`config.mk`:
```
export PLATFORM = sky130hd
export DESIGN_NAME = led_mode_memory_controller_top
export DESIGN_NICKNAME = d
export VERILOG_FILES = /design/src/lmmc_pkg.sv /design/src/lmmc_cfg.sv /design/src/lmmc_core.sv /design/src/led_mode_memory_controller_top.sv
export VERILOG_INCLUDE_DIRS = /design/src /design/src/src
export SDC_FILE = /design/constraint.sdc
export NUM_CORES = 1
export LEC_CHECK = 0
export BUFFER_PORTS_ARGS = -buffer_cell sky130_fd_sc_hd__buf_2
export CORE_MARGIN = 2
export CORE_UTILIZATION = 40
export CTS_BUF_LIST = sky130_fd_sc_hd__clkbuf_8
export CTS_CLUSTER_SIZE = 25
export DETAILED_ROUTE_END_ITERATION = 8
export HOLD_SLACK_MARGIN = 0.03
export PLACE_DENSITY = 0.66
export RECOVER_POWER = 100
export SLEW_MARGIN = 40
export SYNTH_ARGS = -nofsm -noshare
export SYNTH_HDL_FRONTEND = slang
export SYNTH_SLANG_ARGS = --single-unit
```
`constraint.sdc`:
```
create_clock -name clk_i -period 9.1 [get_ports clk_i]
set_input_delay 1.365 -clock clk_i [delete_from_list [all_inputs] [get_ports clk_i]]
set_output_delay 1.365 -clock clk_i [all_outputs]
set_load 0.01 [all_outputs]
```
`src/led_mode_memory_controller_top_assert.svh`:
```
// Assertion macros for the light mode controller.
// Used by the core module; expects clk_i and rst_ni in scope.
`ifndef LED_MODE_MEMORY_CONTROLLER_TOP_ASSERT_SVH
`define LED_MODE_MEMORY_CONTROLLER_TOP_ASSERT_SVH

// Check a property outside of reset.
`define LMMC_ASSERT(lbl, prop) \
  lbl: assert property (@(posedge clk_i) disable iff (!rst_ni) (prop)) \
    else $error("lmmc assertion failed");

// Check a property at every edge, reset included.
`define LMMC_ASSERT_ALWAYS(lbl, prop) \
  lbl: assert property (@(posedge clk_i) (prop)) \
    else $error("lmmc assertion failed");

`endif

```
`src/lmmc_pkg.sv`:
```
// Shared types and constants of the light mode controller.
// No dependencies; used by all modules of the block.
package lmmc_pkg;

  localparam logic [7:0] SHORT_FLAG     = 8'h80;
  localparam logic [7:0] RETAINED_RESET = 8'h87;
  localparam logic [7:0] CODE_STROBE    = 8'd251;
  localparam logic [7:0] CODE_READOUT   = 8'd252;
  localparam logic [3:0] LOW_RUN        = 4'd8;
  localparam logic [7:0] STEP_ADD       = 8'd3;
  localparam logic [2:0] COUNT_MIN      = 3'd2;
  localparam logic [2:0] COUNT_MAX      = 3'd5;

  localparam int unsigned CfgIdxW  = 3;
  localparam int unsigned CfgDataW = 8;

  typedef enum logic [CfgIdxW-1:0] {
    CfgModeCount   = 3'd0,
    CfgLevelOne    = 3'd1,
    CfgLevelTwo    = 3'd2,
    CfgLevelThree  = 3'd3,
    CfgLevelFour   = 3'd4,
    CfgLockTicks   = 3'd5,
    CfgBatThresh   = 3'd6,
    CfgJumperBits  = 3'd7
  } cfg_idx_e;

  typedef enum logic {
    FuncPowerOn = 1'b0,
    FuncTick    = 1'b1
  } func_e;

  typedef struct packed {
    logic [2:0] mode_count;
    logic [7:0] level_one;
    logic [7:0] level_two;
    logic [7:0] level_three;
    logic [7:0] level_four;
    logic [7:0] lock_ticks;
    logic [7:0] battery_threshold;
    logic [1:0] jumper_bits;
  } cfg_t;

endpackage

```
`src/lmmc_cfg.sv`:
```
// Configuration register file of the light mode controller.
// Depends on lmmc_pkg for the register index codes and the cfg_t struct.
module lmmc_cfg (
  input  logic                          clk_i,
  input  logic                          rst_ni,
  input  logic                          cfg_we_i,
  input  logic [lmmc_pkg::CfgIdxW-1:0]  cfg_idx_i,
  input  logic [lmmc_pkg::CfgDataW-1:0] cfg_data_i,
  output lmmc_pkg::cfg_t                cfg_o
);

  lmmc_pkg::cfg_t cfg_q;

  always_ff @(posedge clk_i or negedge rst_ni) begin
    if (!rst_ni) begin
      cfg_q.mode_count        <= 3'd5;
      cfg_q.level_one         <= 8'd13;
      cfg_q.level_two         <= 8'd50;
      cfg_q.level_three       <= 8'd255;
      cfg_q.level_four        <= 8'd252;
      cfg_q.lock_ticks        <= 8'd12;
      cfg_q.battery_threshold <= 8'd125;
      cfg_q.jumper_bits       <= 2'd0;
    end else if (cfg_we_i) begin
      unique case (lmmc_pkg::cfg_idx_e'(cfg_idx_i))
        lmmc_pkg::CfgModeCount:  cfg_q.mode_count        <= cfg_data_i[2:0];
        lmmc_pkg::CfgLevelOne:   cfg_q.level_one         <= cfg_data_i;
        lmmc_pkg::CfgLevelTwo:   cfg_q.level_two         <= cfg_data_i;
        lmmc_pkg::CfgLevelThree: cfg_q.level_three       <= cfg_data_i;
        lmmc_pkg::CfgLevelFour:  cfg_q.level_four        <= cfg_data_i;
        lmmc_pkg::CfgLockTicks:  cfg_q.lock_ticks        <= cfg_data_i;
        lmmc_pkg::CfgBatThresh:  cfg_q.battery_threshold <= cfg_data_i;
        lmmc_pkg::CfgJumperBits: cfg_q.jumper_bits       <= cfg_data_i[1:0];
        default: ;
      endcase
    end
  end

  assign cfg_o = cfg_q;

endmodule

```
`src/lmmc_core.sv`:
```
// Input register, mode state and result register of the light mode controller.
// Depends on lmmc_pkg and the assertion macros in the block's .svh header.
`include "led_mode_memory_controller_top_assert.svh"

module lmmc_core (
  input  logic           clk_i,
  input  logic           rst_ni,
  input  lmmc_pkg::cfg_t cfg_i,
  input  logic           in_valid_i,
  output logic           in_ready_o,
  input  logic           func_i,
  input  logic [7:0]     battery_sample_i,
  output logic           out_valid_o,
  input  logic           out_ready_i,
  output logic [2:0]     mode_index_o,
  output logic [7:0]     drive_level_o,
  output logic           special_mode_o,
  output logic           store_write_o,
  output logic [7:0]     store_value_o
);

  logic       s1_valid_q;
  logic       s1_func_q;
  logic [7:0] s1_sample_q;

  logic [7:0] retained_q, retained_d;
  logic [2:0] active_q, active_d;
  logic [7:0] tick_q, tick_d;
  logic [3:0] lowcnt_q, lowcnt_d;
  logic [7:0] level_q, level_d;

  logic       out_valid_q;
  logic [2:0] out_mode_q;
  logic [7:0] out_level_q;
  logic       out_special_q;
  logic       out_write_q;
  logic [7:0] out_value_q;

  logic       adv;
  logic       take;
  logic       in_xfer;
  logic       wrote;
  logic [7:0] wval;
  logic [2:0] cnt;
  logic [6:0] raw_mode;
  logic [2:0] mode_sel;
  logic [2:0] mode_inc;
  logic [2:0] next_mode;
  logic [7:0] tick_inc;
  logic [3:0] low_inc;
  logic [7:0] table_level;

  assign adv        = !out_valid_q || out_ready_i;
  assign take       = adv && s1_valid_q;
  assign in_ready_o = !s1_valid_q || adv;
  assign in_xfer    = in_valid_i && in_ready_o;

  always_ff @(posedge clk_i or negedge rst_ni) begin
    if (!rst_ni) begin
      s1_valid_q <= 1'b0;
    end else if (in_ready_o) begin
      s1_valid_q <= in_valid_i;
    end
  end

  always_ff @(posedge clk_i) begin
    if (in_xfer) begin
      s1_func_q   <= func_i;
      s1_sample_q <= battery_sample_i;
    end
  end

  always_comb begin
    if (cfg_i.mode_count < lmmc_pkg::COUNT_MIN) begin
      cnt = lmmc_pkg::COUNT_MIN;
    end else if (cfg_i.mode_count > lmmc_pkg::COUNT_MAX) begin
      cnt = lmmc_pkg::COUNT_MAX;
    end else begin
      cnt = cfg_i.mode_count;
    end
    raw_mode = retained_q[6:0];
    if (raw_mode == 7'd0 || raw_mode >= {4'd0, cnt}) begin
      mode_sel = 3'd1;
    end else begin
      mode_sel = raw_mode[2:0];
    end
    mode_inc = mode_sel + 3'd1;
    if ((retained_q & lmmc_pkg::SHORT_FLAG) != 8'd0) begin
      next_mode = (mode_inc >= cnt) ? 3'd1 : mode_inc;
    end else if (cfg_i.jumper_bits != 2'd0) begin
      next_mode = (mode_sel == 3'd1) ? 3'd2 : 3'd1;
    end else begin
      next_mode = 3'd1;
    end
    case (mode_sel)
      3'd1:    table_level = cfg_i.level_one;
      3'd2:    table_level = cfg_i.level_two;
      3'd3:    table_level = cfg_i.level_three;
      3'd4:    table_level = cfg_i.level_four;
      default: table_level = 8'd0;
    endcase
    tick_inc = (tick_q == 8'hff) ? tick_q : tick_q + 8'd1;
    low_inc  = lowcnt_q + 4'd1;

    retained_d = retained_q;
    active_d   = active_q;
    tick_d     = tick_q;
    lowcnt_d   = lowcnt_q;
    level_d    = level_q;
    wrote      = 1'b0;
    wval       = 8'd0;

    if (lmmc_pkg::func_e'(s1_func_q) == lmmc_pkg::FuncPowerOn) begin
      active_d   = mode_sel;
      wval       = {5'd0, next_mode} | lmmc_pkg::SHORT_FLAG;
      retained_d = wval;
      wrote      = 1'b1;
      tick_d     = 8'd0;
      lowcnt_d   = 4'd0;
      level_d    = table_level;
    end else begin
      tick_d = tick_inc;
      if (tick_inc == cfg_i.lock_ticks) begin
        wval       = cfg_i.jumper_bits[1] ? 8'd1 : {5'd0, active_q};
        retained_d = wval;
        wrote      = 1'b1;
      end
      if (s1_sample_q < cfg_i.battery_threshold) begin
        lowcnt_d = low_inc;
        if (low_inc > lmmc_pkg::LOW_RUN) begin
          if (level_q != lmmc_pkg::CODE_STROBE && level_q != lmmc_pkg::CODE_READOUT) begin
            level_d = {1'b0, level_q[7:1]} + lmmc_pkg::STEP_ADD;
          end
          lowcnt_d = 4'd0;
        end
      end else begin
        lowcnt_d = 4'd0;
      end
    end
  end

  always_ff @(posedge clk_i or negedge rst_ni) begin
    if (!rst_ni) begin
      retained_q <= lmmc_pkg::RETAINED_RESET;
      active_q   <= 3'd1;
      tick_q     <= 8'd0;
      lowcnt_q   <= 4'd0;
      level_q    <= 8'd0;
    end else if (take) begin
      retained_q <= retained_d;
      active_q   <= active_d;
      tick_q     <= tick_d;
      lowcnt_q   <= lowcnt_d;
      level_q    <= level_d;
    end
  end

  always_ff @(posedge clk_i or negedge rst_ni) begin
    if (!rst_ni) begin
      out_valid_q <= 1'b0;
    end else if (adv) begin
      out_valid_q <= s1_valid_q;
    end
  end

  always_ff @(posedge clk_i) begin
    if (take) begin
      out_mode_q    <= active_d;
      out_level_q   <= level_d;
      out_special_q <= (level_d == lmmc_pkg::CODE_STROBE) ||
                       (level_d == lmmc_pkg::CODE_READOUT);
      out_write_q   <= wrote;
      out_value_q   <= wval;
    end
  end

  assign out_valid_o    = out_valid_q;
  assign mode_index_o   = out_mode_q;
  assign drive_level_o  = out_level_q;
  assign special_mode_o = out_special_q;
  assign store_write_o  = out_write_q;
  assign store_value_o  = out_value_q;

  `LMMC_ASSERT_ALWAYS(a_lowcnt_range, !rst_ni || lowcnt_q <= lmmc_pkg::LOW_RUN)
  `LMMC_ASSERT(a_no_write_zero, out_valid_q && !out_write_q |-> out_value_q == 8'd0)
  `LMMC_ASSERT(a_mode_range, out_valid_q |-> out_mode_q != 3'd0 && out_mode_q <= 3'd4)
  `LMMC_ASSERT(a_stall_blocks, s1_valid_q && out_valid_q && !out_ready_i |-> !in_ready_o)
  `LMMC_ASSERT(a_poweron_clears, take && !s1_func_q |=> tick_q == 8'd0 && lowcnt_q == 4'd0)

endmodule

```
`src/led_mode_memory_controller_top.sv`:
```
// Top level of the light mode controller with a retained mode byte.
// Depends on lmmc_pkg, lmmc_cfg and lmmc_core.
//
// Usage:
//   Input channel (in_valid_i/in_ready_o) carries func_i (0 power-on,
//   1 tick) and battery_sample_i. Each transfer yields exactly one result
//   on the output channel (out_valid_o/out_ready_i): mode_index_o,
//   drive_level_o, special_mode_o, store_write_o, store_value_o.
//   From an input transfer to out_valid_o an item passes the input
//   register, then the state update and the result register.
//   Throughput is one item per cycle while the output is not stalled;
//   the mode state loop closes through the state registers.
//   Configuration: cfg_we_i writes cfg_data_i to register cfg_idx_i;
//   write only while no item is in flight.
//   Reset: configuration takes its defaults, the retained byte is 0x87,
//   the active mode 1, the counters and drive level 0; no result pending.
//   Stall: while the result waits, one more item is held in the input
//   register; then in_ready_o drops until the result transfers.
module led_mode_memory_controller_top (
  input  logic                          clk_i,
  input  logic                          rst_ni,
  input  logic                          cfg_we_i,
  input  logic [lmmc_pkg::CfgIdxW-1:0]  cfg_idx_i,
  input  logic [lmmc_pkg::CfgDataW-1:0] cfg_data_i,
  input  logic                          in_valid_i,
  output logic                          in_ready_o,
  input  logic                          func_i,
  input  logic [7:0]                    battery_sample_i,
  output logic                          out_valid_o,
  input  logic                          out_ready_i,
  output logic [2:0]                    mode_index_o,
  output logic [7:0]                    drive_level_o,
  output logic                          special_mode_o,
  output logic                          store_write_o,
  output logic [7:0]                    store_value_o
);

  lmmc_pkg::cfg_t cfg;

  lmmc_cfg u_cfg (
    .clk_i      (clk_i),
    .rst_ni     (rst_ni),
    .cfg_we_i   (cfg_we_i),
    .cfg_idx_i  (cfg_idx_i),
    .cfg_data_i (cfg_data_i),
    .cfg_o      (cfg)
  );

  lmmc_core u_core (
    .clk_i            (clk_i),
    .rst_ni           (rst_ni),
    .cfg_i            (cfg),
    .in_valid_i       (in_valid_i),
    .in_ready_o       (in_ready_o),
    .func_i           (func_i),
    .battery_sample_i (battery_sample_i),
    .out_valid_o      (out_valid_o),
    .out_ready_i      (out_ready_i),
    .mode_index_o     (mode_index_o),
    .drive_level_o    (drive_level_o),
    .special_mode_o   (special_mode_o),
    .store_write_o    (store_write_o),
    .store_value_o    (store_value_o)
  );

endmodule

```
## Yosys cells after proc, flatten, opt, wreduce, memory -nomap -nowiden

Cells that the tools add are included.

| storage, ports and cells | value |
|---|---|
| bits in registers | 116 |
| bits in latches | 0 |
| bits in writable memories | 0 |
| input port bits | 25 |
| memories | 0 |
| memory bits (read-only) | 0 |

| cells by class | value |
|---|---|
| multipliers | 0 |
| equal/unequal tests | 18 |
| divide/modulo/power cells | 0 |
| muxes and demuxes | 24 |
| shifts and indexed selects | 0 |
| reduce and logical (&&, ||, !) cells | 22 |
| bitwise gates (word level) | 0 |
| $add $sub $neg | 4 |
| $lt $le $gt $ge | 6 |

Operators with widths:

| kind | number |
|---|---|
| 2-to-1 mux 8 bit | 8 |
| case mux 8 bit (4 select lines) | 1 |
| 2-to-1 mux 3 bit | 10 |
| equality test 8 bit (second input constant) | 3 |
| AND reduction 2 bit | 10 |
| != test 8 bit (second input constant) | 2 |
| equality test 3 bit (second input constant) | 5 |
| equality test 3 x 2 -> 1 bit (second input constant) | 4 |
| 2-to-1 mux 4 bit | 3 |
| adder 7 x 2 -> 8 bit (second input constant) | 1 |
| adder 8 x 1 -> 8 bit (second input constant) | 1 |
| equality test 8 bit | 1 |
| less-than comparator 8 bit | 1 |
| >= comparator 7 x 3 -> 1 bit | 1 |
| logical NOT 7 bit | 1 |
| equality test 3 x 1 -> 1 bit (second input constant) | 2 |
| adder 4 x 1 -> 4 bit (second input constant) | 1 |
| > comparator 4 bit (second input constant) | 1 |
| logical OR 1 bit | 4 |
| adder 3 x 1 -> 3 bit (second input constant) | 1 |
| >= comparator 3 bit | 1 |
| > comparator 3 bit (second input constant) | 1 |
| logical AND 1 bit | 3 |
| logical NOT 3 bit | 1 |
| other kinds (6) | 7 |

## Logic depth before layout (Yosys ltp)

| depth | value |
|---|---|
| depth in word-level cells | 11 |
| mapped depth | 16 |

## By module

From an unflattened synthesis, not the netlist that was laid out.

| second synthesis, totals | value |
|---|---|
| cell total of the unflattened synthesis | 515 |
| area total of the unflattened synthesis | 5,949.5 um^2 |

By module, submodules not included:

| module | area an instance (um^2) | instances | cells an instance |
|---|---|---|---|
| lmmc_core | 3,691.0 | 1 | 394 |
| lmmc_cfg | 2,258.4 | 1 | 121 |

## Worst setup path before layout

No wires, ideal clock.

| timing | value |
|---|---|
| path type | register to register |
| start point | register u_cfg.cfg_q (netlist bit u_cfg.cfg_o[52]) |
| end point | register u_core.out_special_q (netlist: u_core.special_mode_o), data pin |
| stages on the path, launching flop included | 14 |
| arrival time | 3.251 ns |
| slack | 5.592 ns |
| library setup time | 0.257 ns |
| cell sequence | dfstp_2 > maj3_1 > ha_1 > nor2b_1 > o2111a_2 > or2_4 > buf_6 > inv_2 > ha_1 > clkbuf_1 > a222oi_1 > a211oi_2 > o311a_1 > o2111a_1 |

| between the ends | value |
|---|---|
| longest elaborated chain between the ends | 11 |
| elaborated cells on any way between the ends | 16 |
| those cells by class | order compare: 3; eq/ne: 6; mux: 5; reduce/logical: 2 |

Ends and longest elaborated chain:

| what | line | text |
|---|---|---|
| start: declaration | lmmc_cfg.sv:12 | `lmmc_pkg::cfg_t cfg_q;` |
| > comparator 3 bit | lmmc_core.sv:76 | `end else if (cfg_i.mode_count > lmmc_pkg::COUNT_MAX) begin` |
| 2-to-1 mux 3 bit | lmmc_core.sv:76 |  |
| 2-to-1 mux 3 bit * | lmmc_core.sv:74 | `if (cfg_i.mode_count < lmmc_pkg::COUNT_MIN) begin` |
| >= comparator 7 x 3 -> 1 bit * | lmmc_core.sv:82 | `if (raw_mode == 7'd0 \|\| raw_mode >= {4'd0, cnt}) begin` |
| logical OR 1 bit * | lmmc_core.sv:82 |  |
| 2-to-1 mux 3 bit * | lmmc_core.sv:82 |  |
| equality test 3 bit (tied with other cells) | lmmc_core.sv:95 | `case (mode_sel)` |
| case mux 8 bit (4 select lines) * | lmmc_core.sv:95 |  |
| 2-to-1 mux 8 bit * | lmmc_core.sv:113 | `if (lmmc_pkg::func_e'(s1_func_q) == lmmc_pkg::FuncPowerOn) begin` |
| equality test 8 bit (on tied branches) | lmmc_core.sv:170, lmmc_core.sv:171 |  |
| logical OR 1 bit * | lmmc_core.sv:170 | `out_special_q <= (level_d == lmmc_pkg::CODE_STROBE) \|\|` |
| end signal: assignment | lmmc_core.sv:170 |  |
| end: declaration | lmmc_core.sv:35 | `logic out_special_q;` |

Every way passes the cells marked *; elsewhere a longest branch is shown, timed or not.
A chain may end at the register's enable or synchronous reset.

==> impl_metrics.toml <==
[synthesis]
synth_top_cells_by_area = "sky130_fd_sc_hd__dfrtp_1 (20%), sky130_fd_sc_hd__dfstp_2 (16%), sky130_fd_sc_hd__edfxtp_1 (14%)"
avgSynthCellArea_um2 = 11.4
netlist_area_um2 = 5780
netlist.top_cell.by_area = "sky130_fd_sc_hd__dfrtp_1"
synth_enable_flop_cells = 26
post-synth-top-area-fraction_pct = 20.4
ys_seq_area_share_pct = 49.8
yosys_warnings = 0
yosysUniqueCellTypes = 78
post_synthesis_async_set_or_reset_flop_share_pct = 75.9
post_synth_inst_count = 506
synth-main-ff-cell = "sky130_fd_sc_hd__dfrtp_1"
synthesis_stage_register_bit_count = 108

[final_layout]
final_area_um2 = 6210
final_layout_size_suffix_gt1_share_pct = 26.4
final_cells = 725
register_area_um2 = 2880
layout.cells.most_common_list = "sky130_fd_sc_hd__mux2_2 (56), sky130_fd_sc_hd__nand2_1 (48), sky130_fd_sc_hd__dfrtp_1 (47), sky130_fd_sc_hd__dfstp_2 (34)"
mostFrequentLayoutCell = "sky130_fd_sc_hd__mux2_2"
flow.area_growth_from_synthesis_pct = 7.49
n_antenna_cell = 0
multi_input_area_um2 = 2630
design.final.nets = 584
fillerInstances = 1308

[worst_setup_path]
r2r-start = "u_cfg.cfg_o[52]"
crit_type = "in -> async"
critical_path.endpoint_type = "async pin"
cp.arrival_ns = 4.43
timing.critical_path.fanout_max = 82
number_of_cells_on_the_worst_reg_to_reg_path = 11
cpPeakStageDelay_ns = 3.01
path_cells = "clkbuf_1"
reg2reg_setup_slack_ns = 4.76
critical_path_required_ns = 8.58
critPathBufInv = 1
cpMaxStageDelayCell = "sky130_fd_sc_hd__clkbuf_1"
timing.critical_path.from_type = "primary input"
path_delay_family = "buffers and inverters"
crit-reg2reg-capture = "u_core.special_mode_o"

[cts]
clock_input_transition_at_the_sequential_cells_of_the_worst_setup_and_hold_paths_ns = 0.10
cts_tree = "yes"
number_of_buffers_created_by_cts = 9
htree_num_levels = 3
insertion_delay_to_the_later_sink_of_the_worst_skew_pair_ns = 0.38
cts.path.max_buffers = 2
cts_root_buffer = "sky130_fd_sc_hd__clkbuf_8"
cts.sink_count = 108
post-cts-setup-buffer-count = 0
cts.hold.buffers_added = 0
post_cts_resized = 0

[global_routing]
grt_max_degree = 83
globalRouteMet3Util_pct = 2.41
grt_usage_pct = 16.6
number_of_antenna_violations_at_the_first_check_in_global_routing = 0
grt_overflow = 0
gr-max-usage-layer = "met2"
grt.met1_usage_pct = 23.2
met2_usage_pct = 25.5
grt_pass1_vias = 3952
grt_first_pass_wirelength_um = 20900

[routing]
routedWlPerCell_um = 17.5
antenna_violating_nets_post_route = 0
via_count = 4086
totalWireLength_um = 12700
viasPerCell = 5.64
route.detailed.drc = 0
drt-initial-drc-count = 213
drtPass1Iterations = 4

[place]
place_area_um2 = 6130
gp_congestion = 0.848
place.detailed.hpwl_um = 9040
place.detailed.instances = 708
port_buffers = 43

[hold_path]
timing.hold.worst_path_depth = 1
worst_hold_path_type = "reg -> reg"
holdPathEnd = "u_cfg.cfg_o[34]"
hp-start = "u_cfg.cfg_o[34]"

[run]
timing.max_cap.violations = 2

[die]
io_pins = 48
floorplan.die.height_um = 124
placeableCoreArea_um2 = 14000
design.die.area_um2 = 15400
row_cnt = 43
floorplan.initialDensity_pct = 41.3
floorplan.die.width_um = 124

[outcome]
status = "finished with violations"
failed_checks = "capacitance limit, slew limit"

[timing]
timing.final.crit_period_ns = 4.95
max_frequency_mhz = 202
final-hold-violation-count = 0
setup_repair_after_global_routing_missed_its_margin = "no"
finalSetupViolCount = 0
timing.final.crit_share_pct = 54.4
timing_worst_slew_pin_value_ns = 4.36
final-max-slew-violation-count = 119
final_sum_of_negative_setup_slack_ns = 0
relSlewSlack_pct = -191
skew_ns = 0.0143

[power]
leakagePower_uw = 0.00248
cellPowerDensity_nw_per_um2 = 260
irDropWorstVdd_v = 0.0000946
design_power_total_uw = 1610
==> synthesized netlist by cell type (9+ instances only) <==
master and instances:
sky130_fd_sc_hd__a21oi_1 19, sky130_fd_sc_hd__dfrtp_1 47, sky130_fd_sc_hd__dfstp_2 35, sky130_fd_sc_hd__edfxtp_1 26, sky130_fd_sc_hd__ha_1 19, sky130_fd_sc_hd__inv_1 21
sky130_fd_sc_hd__mux2_2 57, sky130_fd_sc_hd__nand2_1 48, sky130_fd_sc_hd__nand2b_1 9, sky130_fd_sc_hd__nand3_1 11, sky130_fd_sc_hd__nor2_1 25, sky130_fd_sc_hd__nor3_1 12
sky130_fd_sc_hd__o21ai_0 18
==> metal layers <==
metal | part of all wire [%] | vias up | wire length (µm)
met5 | 0 | - | 0
met4 | 2.8 | 0 | 357
met3 | 4.3 | 27 | 543
met2 | 47 | 115 | 5940
met1 | 46 | 2036 | 5810
li1 | - | 1908 | -
==> area by class of cell <==
class                           instances  area share [%]
Sequential cell                       108            46.3
Multi-Input combinational cell        352            42.3
Tap cell                              180            3.63
Timing Repair Buffer                   46            3.22
Clock buffer                            9            1.99
Inverter                               23            1.39
Clock inverter                          7            1.13
==> through the flow <==
stage          util (%)  hold slack (ns)  worst slack [ns]
3_5_place_dp       43.8            0.487              5.39
2_1_floorplan         -            0.457              5.59
4_1_cts            45.2            0.522              5.36
3_3_place_gp       43.6            0.470              5.48
5_1_grt            44.4            0.542              3.36
6_report           44.4            0.523              4.15
==> sequential cells by signal, indices dropped and copies added, names as in the netlist <==
register               cells
u_cfg.cfg_o               53
u_core.active_q            3
u_core.drive_level_o       8
u_core.level_q             8
u_core.lowcnt_q            4
u_core.mode_index_o        3
u_core.out_valid_o         1
u_core.retained_q          4
u_core.s1_func_q           1
u_core.s1_sample_q         8
u_core.s1_valid_q          1
u_core.special_mode_o      1
u_core.store_value_o       4
u_core.store_write_o       1
u_core.tick_q              8
==> logic make-up after synthesis <==
| logic type | count (synthesis) | share of synthesized area, % |
|---|---|---|
| other cells | 1 | 0.0649 |
| xor+xnor | 10 | 1.65 |
| buf+inv | 49 | 3.96 |
| simple gates | 153 | 14.0 |
| fa+ha+maj | 21 | 4.46 |
| compound gates | 101 | 13.8 |
| mux | 63 | 12.3 |
| flops | 108 | 49.8 |
==> worst max-delay path by stage <==
stage                    startpoint                    end  slack, ns  cells after the start
finish                       rst_ni         u_cfg.cfg_o[1]       4.15                      1
global route                 rst_ni         u_cfg.cfg_o[1]       3.36                      1
CTS                 u_cfg.cfg_o[52]  u_core.special_mode_o       5.36                     12
detailed placement  u_cfg.cfg_o[52]  u_core.special_mode_o       5.39                     12
global placement    u_cfg.cfg_o[52]  u_core.special_mode_o       5.48                     12
floorplan           u_cfg.cfg_o[52]  u_core.special_mode_o       5.59                     13
==> report_power, final <==
part | switching [µW] | internal [µW]
registers | 114 | 648
clock network | 181 | 106
logic | 321 | 244
Power figures use the tool's default switching activity.
